File: src/bcu_pkg.sv
package bcu_pkg;

  // default field widths
  localparam int unsigned NBitsDef      = 8;
  localparam int unsigned ResultBitsDef = 64;

  // quotient bits produced per divider cycle
  localparam int unsigned DigitBits = 4;

  // padded width of the product / dividend word, a multiple of DigitBits
  function automatic int unsigned prod_width(input int unsigned n_bits,
                                             input int unsigned res_bits);
    int unsigned w;
    w = n_bits + res_bits;
    return ((w + DigitBits - 1) / DigitBits) * DigitBits;
  endfunction

  typedef enum logic [4:0] {
    StIdle = 5'b00001,
    StMul  = 5'b00010,
    StDiv  = 5'b00100,
    StFin  = 5'b01000,
    StOut  = 5'b10000
  } bcu_state_e;

endpackage

File: src/binomial_coefficient_unit.sv
// channel | signals                                             | dir    | transaction
// in      | in_valid_i, in_ready_o, n_i, k_i                    | input  | one (n, k) pair
// out     | out_valid_o, out_ready_i, coefficient_o, overflow_o | output | one C(n,k) result
//
// one transaction in flight; in_ready_o rises together with out_valid_o, and the work runs
//   s = min(k, n-k) steps, or fewer when the step loop quits at the first value past RESULT_BITS,
// each step running the bit-serial multiplier and then the radix-16 divider once
// k > n and b = 0 skip the steps and go straight to StFin
// reset (rst_ni low, asynchronous) returns the controller to idle, no result pending
// a stalled output holds the finished result; the next item is still taken and worked on,
// and its result waits in StOut until the output register is free
module binomial_coefficient_unit #(
  parameter int unsigned N_BITS      = bcu_pkg::NBitsDef,
  parameter int unsigned RESULT_BITS = bcu_pkg::ResultBitsDef
) (
  input  logic                   clk_i,
  input  logic                   rst_ni,
  input  logic                   in_valid_i,
  output logic                   in_ready_o,
  input  logic [N_BITS-1:0]      n_i,
  input  logic [N_BITS-1:0]      k_i,
  output logic                   out_valid_o,
  input  logic                   out_ready_i,
  output logic [RESULT_BITS-1:0] coefficient_o,
  output logic                   overflow_o
);
  import bcu_pkg::*;

  localparam int unsigned ProdW = prod_width(N_BITS, RESULT_BITS);

  bcu_state_e state_q, state_d;

  // step registers: running value C(n, j-1), falling top value, step index
  logic [RESULT_BITS-1:0] acc_q, acc_d;
  logic [N_BITS-1:0]      top_q, top_d;
  logic [N_BITS-1:0]      j_q, j_d;
  logic [N_BITS-1:0]      b_q, b_d;
  logic                   ovf_q, ovf_d;

  // start pulses are registered so the units latch the updated step registers
  logic mul_start_q, mul_start_d;
  logic div_start_q, div_start_d;

  // output register
  logic                   out_valid_q, out_valid_d;
  logic [RESULT_BITS-1:0] coef_q, coef_d;
  logic                   ovf_out_q, ovf_out_d;

  logic                   mul_done;
  logic [ProdW-1:0]       prod;
  logic                   div_done;
  logic [ProdW-1:0]       quot;
  logic [N_BITS-1:0]      n_minus_k;
  logic [N_BITS-1:0]      b_new;
  logic                   in_fire;
  logic                   out_free;

  assign in_ready_o = (state_q == StIdle);
  assign in_fire    = in_valid_i & in_ready_o;
  assign out_free   = !out_valid_q || out_ready_i;
  assign n_minus_k  = n_i - k_i;
  assign b_new      = (k_i > n_minus_k) ? n_minus_k : k_i;

  bcu_mul #(
    .N_BITS      (N_BITS),
    .RESULT_BITS (RESULT_BITS)
  ) u_mul (
    .clk_i   (clk_i),
    .rst_ni  (rst_ni),
    .start_i (mul_start_q),
    .acc_i   (acc_q),
    .top_i   (top_q),
    .done_o  (mul_done),
    .prod_o  (prod)
  );

  // exact division of acc * top by j
  bcu_div #(
    .N_BITS      (N_BITS),
    .RESULT_BITS (RESULT_BITS)
  ) u_div (
    .clk_i      (clk_i),
    .rst_ni     (rst_ni),
    .start_i    (div_start_q),
    .dividend_i (prod),
    .divisor_i  (j_q),
    .done_o     (div_done),
    .quot_o     (quot)
  );

  always_comb begin
    state_d     = state_q;
    acc_d       = acc_q;
    top_d       = top_q;
    j_d         = j_q;
    b_d         = b_q;
    ovf_d       = ovf_q;
    mul_start_d = 1'b0;
    div_start_d = 1'b0;
    out_valid_d = out_valid_q && !out_ready_i;
    coef_d      = coef_q;
    ovf_out_d   = ovf_out_q;

    unique case (state_q)
      StIdle: begin
        if (in_fire) begin
          ovf_d = 1'b0;
          top_d = n_i;
          j_d   = {{(N_BITS-1){1'b0}}, 1'b1};
          b_d   = b_new;
          if (k_i > n_i) begin
            // empty choice: result is zero
            acc_d   = '0;
            state_d = StFin;
          end else begin
            acc_d = {{(RESULT_BITS-1){1'b0}}, 1'b1};
            if (b_new == '0) begin
              state_d = StFin;
            end else begin
              mul_start_d = 1'b1;
              state_d     = StMul;
            end
          end
        end
      end
      StMul: begin
        if (mul_done) begin
          div_start_d = 1'b1;
          state_d     = StDiv;
        end
      end
      StDiv: begin
        if (div_done) begin
          state_d = StFin;
          // C(n,j) grows with j up to b, so any excess is final
          if (quot[ProdW-1:RESULT_BITS] != '0) begin
            ovf_d = 1'b1;
          end else begin
            acc_d = quot[RESULT_BITS-1:0];
            if (j_q != b_q) begin
              j_d         = j_q + 1'b1;
              top_d       = top_q - 1'b1;
              mul_start_d = 1'b1;
              state_d     = StMul;
            end
          end
        end
      end
      StFin: begin
        state_d = StOut;
      end
      StOut: begin
        if (out_free) begin
          out_valid_d = 1'b1;
          coef_d      = ovf_q ? '1 : acc_q;
          ovf_out_d   = ovf_q;
          state_d     = StIdle;
        end
      end
      default: state_d = StIdle;
    endcase
  end

  always_ff @(posedge clk_i or negedge rst_ni) begin
    if (!rst_ni) begin
      state_q     <= StIdle;
      mul_start_q <= 1'b0;
      div_start_q <= 1'b0;
      out_valid_q <= 1'b0;
    end else begin
      state_q     <= state_d;
      mul_start_q <= mul_start_d;
      div_start_q <= div_start_d;
      out_valid_q <= out_valid_d;
    end
  end

  always_ff @(posedge clk_i) begin
    acc_q     <= acc_d;
    top_q     <= top_d;
    j_q       <= j_d;
    b_q       <= b_d;
    ovf_q     <= ovf_d;
    coef_q    <= coef_d;
    ovf_out_q <= ovf_out_d;
  end

  assign out_valid_o   = out_valid_q;
  assign coefficient_o = coef_q;
  assign overflow_o    = ovf_out_q;

endmodule

File: src/bcu_mul.sv
module bcu_mul #(
  parameter int unsigned N_BITS      = bcu_pkg::NBitsDef,
  parameter int unsigned RESULT_BITS = bcu_pkg::ResultBitsDef
) (
  input  logic                  clk_i,
  input  logic                  rst_ni,
  input  logic                  start_i,
  input  logic [RESULT_BITS-1:0] acc_i,
  input  logic [N_BITS-1:0]     top_i,
  output logic                  done_o,
  output logic [bcu_pkg::prod_width(N_BITS, RESULT_BITS)-1:0] prod_o
);
  import bcu_pkg::*;

  localparam int unsigned ProdW = prod_width(N_BITS, RESULT_BITS);
  localparam int unsigned CntW  = $clog2(N_BITS);

  logic                   busy_q, busy_d;
  logic                   done_q, done_d;
  logic [CntW-1:0]        cnt_q, cnt_d;
  logic [N_BITS-1:0]      top_sr_q, top_sr_d;
  logic [RESULT_BITS-1:0] acc_q, acc_d;
  logic [ProdW-1:0]       prod_q, prod_d;

  // msb-first shift-add, one multiplier bit per cycle
  always_comb begin
    busy_d   = busy_q;
    done_d   = 1'b0;
    cnt_d    = cnt_q;
    top_sr_d = top_sr_q;
    acc_d    = acc_q;
    prod_d   = prod_q;
    if (start_i) begin
      busy_d   = 1'b1;
      cnt_d    = CntW'(N_BITS - 1);
      top_sr_d = top_i;
      acc_d    = acc_i;
      prod_d   = '0;
    end else if (busy_q) begin
      prod_d   = {prod_q[ProdW-2:0], 1'b0}
                 + (top_sr_q[N_BITS-1] ? ProdW'(acc_q) : '0);
      top_sr_d = {top_sr_q[N_BITS-2:0], 1'b0};
      cnt_d    = cnt_q - 1'b1;
      if (cnt_q == '0) begin
        busy_d = 1'b0;
        done_d = 1'b1;
      end
    end
  end

  always_ff @(posedge clk_i or negedge rst_ni) begin
    if (!rst_ni) begin
      busy_q <= 1'b0;
      done_q <= 1'b0;
      cnt_q  <= '0;
    end else begin
      busy_q <= busy_d;
      done_q <= done_d;
      cnt_q  <= cnt_d;
    end
  end

  always_ff @(posedge clk_i) begin
    top_sr_q <= top_sr_d;
    acc_q    <= acc_d;
    prod_q   <= prod_d;
  end

  assign done_o = done_q;
  assign prod_o = prod_q;

endmodule

File: src/bcu_div.sv
module bcu_div #(
  parameter int unsigned N_BITS      = bcu_pkg::NBitsDef,
  parameter int unsigned RESULT_BITS = bcu_pkg::ResultBitsDef
) (
  input  logic              clk_i,
  input  logic              rst_ni,
  input  logic              start_i,
  input  logic [bcu_pkg::prod_width(N_BITS, RESULT_BITS)-1:0] dividend_i,
  input  logic [N_BITS-1:0] divisor_i,
  output logic              done_o,
  output logic [bcu_pkg::prod_width(N_BITS, RESULT_BITS)-1:0] quot_o
);
  import bcu_pkg::*;

  localparam int unsigned ProdW = prod_width(N_BITS, RESULT_BITS);
  localparam int unsigned Steps = ProdW / DigitBits;
  localparam int unsigned CntW  = $clog2(Steps);

  logic              busy_q, busy_d;
  logic              done_q, done_d;
  logic [CntW-1:0]   cnt_q, cnt_d;
  logic [ProdW-1:0]  sr_q, sr_d;     // dividend out at the top, quotient in at the bottom
  logic [N_BITS-1:0] rem_q, rem_d;
  logic [N_BITS-1:0] dsr_q, dsr_d;
  logic [ProdW-1:0]  sr_step;
  logic [N_BITS-1:0] rem_step;

  // restoring division, DigitBits quotient bits per cycle on a narrow remainder
  always_comb begin : digit_step
    logic [N_BITS:0] r;
    logic            qb;
    sr_step  = sr_q;
    rem_step = rem_q;
    for (int unsigned i = 0; i < DigitBits; i++) begin
      r  = {rem_step, sr_step[ProdW-1]};
      qb = (r >= {1'b0, dsr_q});
      if (qb) r = r - {1'b0, dsr_q};
      rem_step = r[N_BITS-1:0];
      sr_step  = {sr_step[ProdW-2:0], qb};
    end
  end

  always_comb begin
    busy_d = busy_q;
    done_d = 1'b0;
    cnt_d  = cnt_q;
    sr_d   = sr_q;
    rem_d  = rem_q;
    dsr_d  = dsr_q;
    if (start_i) begin
      busy_d = 1'b1;
      cnt_d  = CntW'(Steps - 1);
      sr_d   = dividend_i;
      rem_d  = '0;
      dsr_d  = divisor_i;
    end else if (busy_q) begin
      sr_d  = sr_step;
      rem_d = rem_step;
      cnt_d = cnt_q - 1'b1;
      if (cnt_q == '0) begin
        busy_d = 1'b0;
        done_d = 1'b1;
      end
    end
  end

  always_ff @(posedge clk_i or negedge rst_ni) begin
    if (!rst_ni) begin
      busy_q <= 1'b0;
      done_q <= 1'b0;
      cnt_q  <= '0;
    end else begin
      busy_q <= busy_d;
      done_q <= done_d;
      cnt_q  <= cnt_d;
    end
  end

  always_ff @(posedge clk_i) begin
    sr_q  <= sr_d;
    rem_q <= rem_d;
    dsr_q <= dsr_d;
  end

  assign done_o = done_q;
  assign quot_o = sr_q;

endmodule
File: config.mk
export PLATFORM = sky130hd
export DESIGN_NAME = binomial_coefficient_unit
export DESIGN_NICKNAME = d
export VERILOG_FILES = /design/src/bcu_pkg.sv /design/src/binomial_coefficient_unit.sv /design/src/bcu_mul.sv /design/src/bcu_div.sv
export SDC_FILE = /design/constraint.sdc
export NUM_CORES = 1
export LEC_CHECK = 0
export ABC_AREA = 1
export BUFFER_PORTS_ARGS = -buffer_cell sky130_fd_sc_hd__buf_2
export CELL_PAD_IN_SITES_DETAIL_PLACEMENT = 1
export CELL_PAD_IN_SITES_GLOBAL_PLACEMENT = 1
export CORE_ASPECT_RATIO = 1.5
export CORE_MARGIN = 10
export CORE_UTILIZATION = 43
export CTS_CLUSTER_DIAMETER = 50
export DETAILED_ROUTE_END_ITERATION = 8
export PLACE_DENSITY_LB_ADDON = 0.1
export SYNTH_ARGS = -nofsm -noshare
export SYNTH_HDL_FRONTEND = slang
export SYNTH_SLANG_ARGS = --single-unit
File: constraint.sdc
create_clock -name clk_i -period 7.5 [get_ports clk_i]
set_clock_uncertainty 0.1 [all_clocks]
set_input_delay 2.25 -clock clk_i [delete_from_list [all_inputs] [get_ports clk_i]]
set_output_delay 2.25 -clock clk_i [all_outputs]
set_load 0.01 [all_outputs]
Word-level counts from Yosys, hierarchy flattened. Index checks and enable logic that the tools add are counted.

Bits of input ports: 20. Bits in registers: 406. Output and inout port bits: 67. Word-level logic and storage cells: 135.

Magnitude comparators: 6. Multiplexer cells: 65. Add/sub/neg operators: 10. Bitwise gates (word level): 1. Equality and inequality tests: 13. Reductions and logical operators: 17.

Operator list (number): 64-bit two-way mux (4); 72-bit two-way mux (2); 64-bit one-hot mux with 2 select lines (1); 8-bit two-way mux (15); 72-bit adder (1); 8-bit subtractor (5); 9-bit by 8-bit greater-or-equal comparator with 1-bit output (4); 8-bit one-hot mux with 2 select lines (2); 5-bit two-way mux (6); 1-bit two-way mux (26); 5-bit one-hot mux with 5 select lines (1); 8-bit greater-than comparator (2); 4-bit two-way mux (4); 4-bit AND reduction (3); 8-bit by 1-bit adder with 8-bit output, second input constant (1); 8-bit logical NOT (1); 2-bit != test, second input constant (4); 8-bit != test (1); 8-bit nonzero test (1); 8-bit by 1-bit subtractor with 8-bit output, second input constant (1); 3-bit two-way mux (2); 2-bit by 1-bit != test with 1-bit output, second input constant (3); 2-bit nonzero test (3); 5-bit by 1-bit equality test with 1-bit output, second input constant (1); 15 further kinds (18).

Logic depth before layout (Yosys ltp).
Depth after elaboration: 9. Mapped depth: 46.

Modules after synthesis. From an unflattened synthesis, not the netlist that was laid out.

Cell total of the unflattened synthesis: 3210. Area total of the unflattened synthesis: 24696.2 um2.

By module, submodules not included: bcu_mul (times used 1, cells each 1841, area an instance 11442.2 um2); binomial_coefficient_unit (times used 1, cells each 644, area an instance 7225.7 um2); bcu_div (times used 1, cells each 725, area an instance 6028.3 um2).

Least setup slack after synthesis. Ideal clock, no wire load.

Path type: input-to-reg. Start point: in in_valid_i. End point: reg j_q[0], enable pin. Data arrival time: 8.285 ns. Cell stages on the path: 6. Setup slack: -1.258 ns. Library setup time: 0.373 ns. Buffers on the path: 0. Cells stage by stage: inv_1 -> nand2_1 -> nand2_1 -> a211oi_1 -> o21ai_0 -> inv_1.

Word-level cells in the longest chain between the ends: 3.

RTL lines: start, declared (line binomial_coefficient_unit.sv:18) `input logic in_valid_i,`; 1-bit bitwise AND (line binomial_coefficient_unit.sv:59) `assign in_fire = in_valid_i & in_ready_o;`; 2-bit by 1-bit != test with 1-bit output (no source line); 5-bit AND reduction (no source line); end signal, assigned (line binomial_coefficient_unit.sv:181) `j_q <= j_d;`; end, declared (line binomial_coefficient_unit.sv:36) `logic [N_BITS-1:0] j_q, j_d;`.

Every way passes these cells. A chain may end at the register's enable or synchronous reset.

Worst setup path in the final report.
Start point: reg u_div.dsr_q[6]. End point: reg u_div.sr_q[0], in the netlist u_div.quot_o[0] (data pin).

Word-level cells in the longest chain between the ends: 9. Elaborated cells on any way between the ends: 12. Those cells by class: add/sub (3); order compare (4); mux (5).

RTL lines: start, declared (line bcu_div.sv:24) `logic [N_BITS-1:0] dsr_q, dsr_d;`; start signal, assigned (line bcu_div.sv:82) `dsr_q <= dsr_d;`; 8-bit subtractor / 9-bit by 8-bit greater-or-equal comparator with 1-bit output (equally long branches) (line bcu_div.sv:37, bcu_div.sv:36); 8-bit two-way mux (line bcu_div.sv:37) `if (qb) r = r - {1'b0, dsr_q};`; 8-bit subtractor / 9-bit by 8-bit greater-or-equal comparator with 1-bit output (equally long branches) (line bcu_div.sv:37, bcu_div.sv:36); 8-bit two-way mux (line bcu_div.sv:37); 9-bit by 8-bit greater-or-equal comparator with 1-bit output / 8-bit subtractor (equally long branches) (line bcu_div.sv:36, bcu_div.sv:37); 8-bit two-way mux (line bcu_div.sv:37); 9-bit by 8-bit greater-or-equal comparator with 1-bit output (*) (line bcu_div.sv:36) `qb = (r >= {1'b0, dsr_q});`; 72-bit two-way mux (*) (line bcu_div.sv:56) `end else if (busy_q) begin`; 72-bit two-way mux (*) (line bcu_div.sv:50) `if (start_i) begin`; named net u_div.sr_d[0] (line bcu_div.sv:22) `logic [ProdW-1:0] sr_q, sr_d;`; end signal, assigned (line bcu_div.sv:80) `sr_q <= sr_d;`; end, declared (line bcu_div.sv:22).

The timed path passes the listed nets; every way through them passes the cells marked *. The select of a mux whose other input is x is not followed.

==> summary.txt <==
Post-Place Setup Slack - 0.313 ns
Number of clock sinks - 406
Max Freq - 0.145 GHz
Crit path kind - reg -> reg
Ys flop type - edfxtp_1
Clock root buffer - clkbuf_16
Data arrival, critical path - 7.12 ns
Setup TNS - 0 ns
Clock network fraction of total power - 0.193
Vias per Instance - 5.37
HP Class - reg -> reg
Worst slew margin - 0.292
Slew Limit Fails - 0
Most common cell in the netlist - nand2_1
Worst-case vdd ir drop - 0.255 mV
Syn. warnings - 0
Synth top area cells - edfxtp_1 (39%), nand2_1 (9.0%), inv_1 (7.6%), dfxtp_1 (6.8%), ha_1 (6.3%)
Sequential share of the synthesized area - 0.483
Unrepaired setup endpoints after global routing - false
Design Area, Final - 0.0262 sq mm
Comb pwr share - 0.482
Outcome - completed
Worst skew pair latency - 0.59 ns
Routability cong. - 1.01
Buffers added on ports - 86
Crit path required time - 7.73 ns
Fin worst setup slack - 0.610 ns
Routed len/inst - 22.9 um
Routed WL - 84.1 mm
DIE WIDTH - 210 um
All-Layer GR Usage - 0.258
Final Cycle Share - 0.919
Worst path slowest cell - ha_1
Cell taking the most area after synthesis - edfxtp_1
Total grt overflow - 0
Final HPWL DP - 67.1 mm
Vias - 19.7k
First-pass GRT wire length - 127 mm
Hold depth - 0
Final hold violation count - 0
Core Footprint - 0.0537 sq mm
Syn Area/Cell - 8.22 sq um
Iter 0 DRT Violations - 1027
DRC violations left - 0
CP dominant cell by count - nand2_1
Switch Pwr - 5.24 mW
DRT antenna net count - 0
LEAKAGE - 11.6 nW
Share of layout cells above drive strength 1 - 0.100
Worst Max-Slew Pin Slew - 1.06 ns
FFs w/ async S/R, synth - 0.0493
CTS buffer count - 42
CTS max path bufs - 3
Pwr Density - 435 mW/mm^2
# H-tree levels - 2
Io pins - 87
Die H - 306 um
# nets final - 3089
Clk pin slew, worst setup/hold paths - 0.07 ns
Area grow syn2layout - 11.9%
Critical Path Sink Type - flop
Initial antenna violation count - 0
Row count - 104
Mapped Cells - 2848
Switching share of total power - 0.460
Post-synth top area share - 0.393
Largest net degree at the start of global routing - 74
DIE AREA - 0.0643 sq mm
Synth cell types - 55
Number of global-route vias before repair - 21.1k
Post-DP Area - 0.0247 sq mm
Initial core utilization - 0.435
Slowest cell delay on critical path - 0.37 ns
Worst Reg-to-Reg Cells - 45
TritonCTS clock tree - built
Startpoint Class - flop
First drt pass iteration count - 5
#FFs+latches synth - 406
Period minus WS final - 6.89 ns
Critical Path Fanout Max - 15
Total of max-cap violations - 0
Synth top cells by count - nand2_1 (562), inv_1 (472), nor2_1 (356)
Post-synth EDFFs - 306
Net Count, Synth - 2991
Post-Syn Area - 0.0234 sq mm
Cell-internal power - 6.14 mW
Reg power frac - 0.325
Fillers - 6575
# setup viols final - 0
## logic make-up (layout without fill, tap and decap cells)
logic type      Yosys count  in the layout  share of synthesized area
buf+inv                 541            673                     0.0870
simple gates           1200           1200                      0.220
other cells               0              2                          0
flops                   406            406                      0.483
compound gates          513            513                      0.119
xor+xnor                 65             65                     0.0243
fa+ha+maj               123            123                     0.0677
## power groups by stage
stage | clock network (mW) | registers, mW | logic [mW]
floorplan | 0 | 3.56 | 3.61
global placement | 0 | 3.71 | 5.32
detailed placement | 0 | 3.74 | 5.44
CTS | 2.23 | 3.70 | 5.48
global route | 2.31 | 3.77 | 6.07
finish | 2.20 | 3.70 | 5.49
## cells in the final DEF, fill, tap and decap left out, drive strengths merged, types with 2 or more instances in the layout
cell type | Yosys | final
inv | 478 | 484
o21ai | 252 | 252
a21boi | 7 | 7
nand2 | 570 | 570
dfrtp | 19 | 19
ha | 117 | 117
a31oi | 10 | 10
a211oi | 2 | 2
clkinvlp | 0 | 3
a21o | 8 | 8
nor2 | 362 | 362
o221ai | 5 | 5
fa | 6 | 6
a21oi | 189 | 189
nor4 | 11 | 11
diode | 0 | 2
buf | 3 | 117
a31o | 3 | 3
o21a | 6 | 6
edfxtp | 306 | 306
or2 | 73 | 73
clkbuf | 60 | 49
bufinv | 0 | 4
xor2 | 46 | 46
nor3 | 29 | 29
dfxtp | 80 | 80
o21bai | 14 | 14
nand3 | 130 | 130
clkinv | 0 | 16
nand4 | 21 | 21
xnor2 | 19 | 19
o2111ai | 2 | 2
o211ai | 10 | 10
## worst max-delay path: cells and delay by family, from the launching register on
kind | cells | cell delay (ns)
buffers and inverters | 8 | 0.87
AOI/OAI and AO/OA | 6 | 0.89
adders and majority gates | 4 | 1.33
DFF | 1 | 0.33
and+or+nand+nor | 27 | 3.09
## routing by layer
layer,part of all wire,GRT usage,vias to the layer above
met4,0.059,0.141,0
met1,0.37,0.263,9673
met3,0.030,0.0264,162
met2,0.55,0.500,372
li1,-,-,9504
met5,0,0,-
## final timing paths
kind	start	end	slack, ns
worst min-delay path	acc_q[40]	u_mul.acc_q[40]	0.34
worst max register to register	u_div.dsr_q[6]	u_div.quot_o[0]	0.61
min in group asynchronous	rst_ni	u_div.done_o	1.52
worst min register to register	acc_q[40]	u_mul.acc_q[40]	0.34
max in group asynchronous	rst_ni	div_start_q	5.40
worst max-delay path	u_div.dsr_q[6]	u_div.quot_o[0]	0.61
## timing repair
item                                    4_1_cts  5_1_grt
endpoints found under the setup margin        0        9
gates resized for setup                       0        2
hold buffers                                  0        0
setup buffers                                 0        4
## area by class of cell
type	count	area (sq um)	share of cell area
Sequential cell	406	11300	0.432
Multi-Input combinational cell	1901	10100	0.386
Inverter	478	1800	0.0687
Clock buffer	49	1120	0.0427
Tap cell	689	862	0.0329
Timing Repair Buffer	117	663	0.0253
Clock inverter	29	327	0.0125
Antenna cell	2	5.00	0.000191
## flip-flops by register name (all words and copies together), names as in the netlist, 3 cells and up
| register | count |
|---|---|
| acc_q | 64 |
| b_q | 8 |
| coefficient_o | 64 |
| j_q | 8 |
| state_q | 5 |
| top_q | 8 |
| u_div.cnt_q | 5 |
| u_div.dsr_q | 8 |
| u_div.quot_o | 72 |
| u_div.rem_q | 8 |
| u_mul.acc_q | 64 |
| u_mul.cnt_q | 3 |
| u_mul.prod_o | 72 |
| u_mul.top_sr_q | 8 |
## through the flow
step | cells | power (mW) | utilization | hold WS, ns
5_1_grt | 3669 | 12.2 | 0.487 | 0.356
3_3_place_gp | 3587 | 9.02 | 0.459 | 0.323
2_1_floorplan | 2848 | 7.17 | - | 0.317
6_report | 3671 | 11.4 | 0.487 | 0.342
4_1_cts | 3665 | 11.4 | 0.486 | 0.347
3_5_place_dp | 3587 | 9.18 | 0.459 | 0.324
Note: power is estimated with default switching activity, not from simulation.
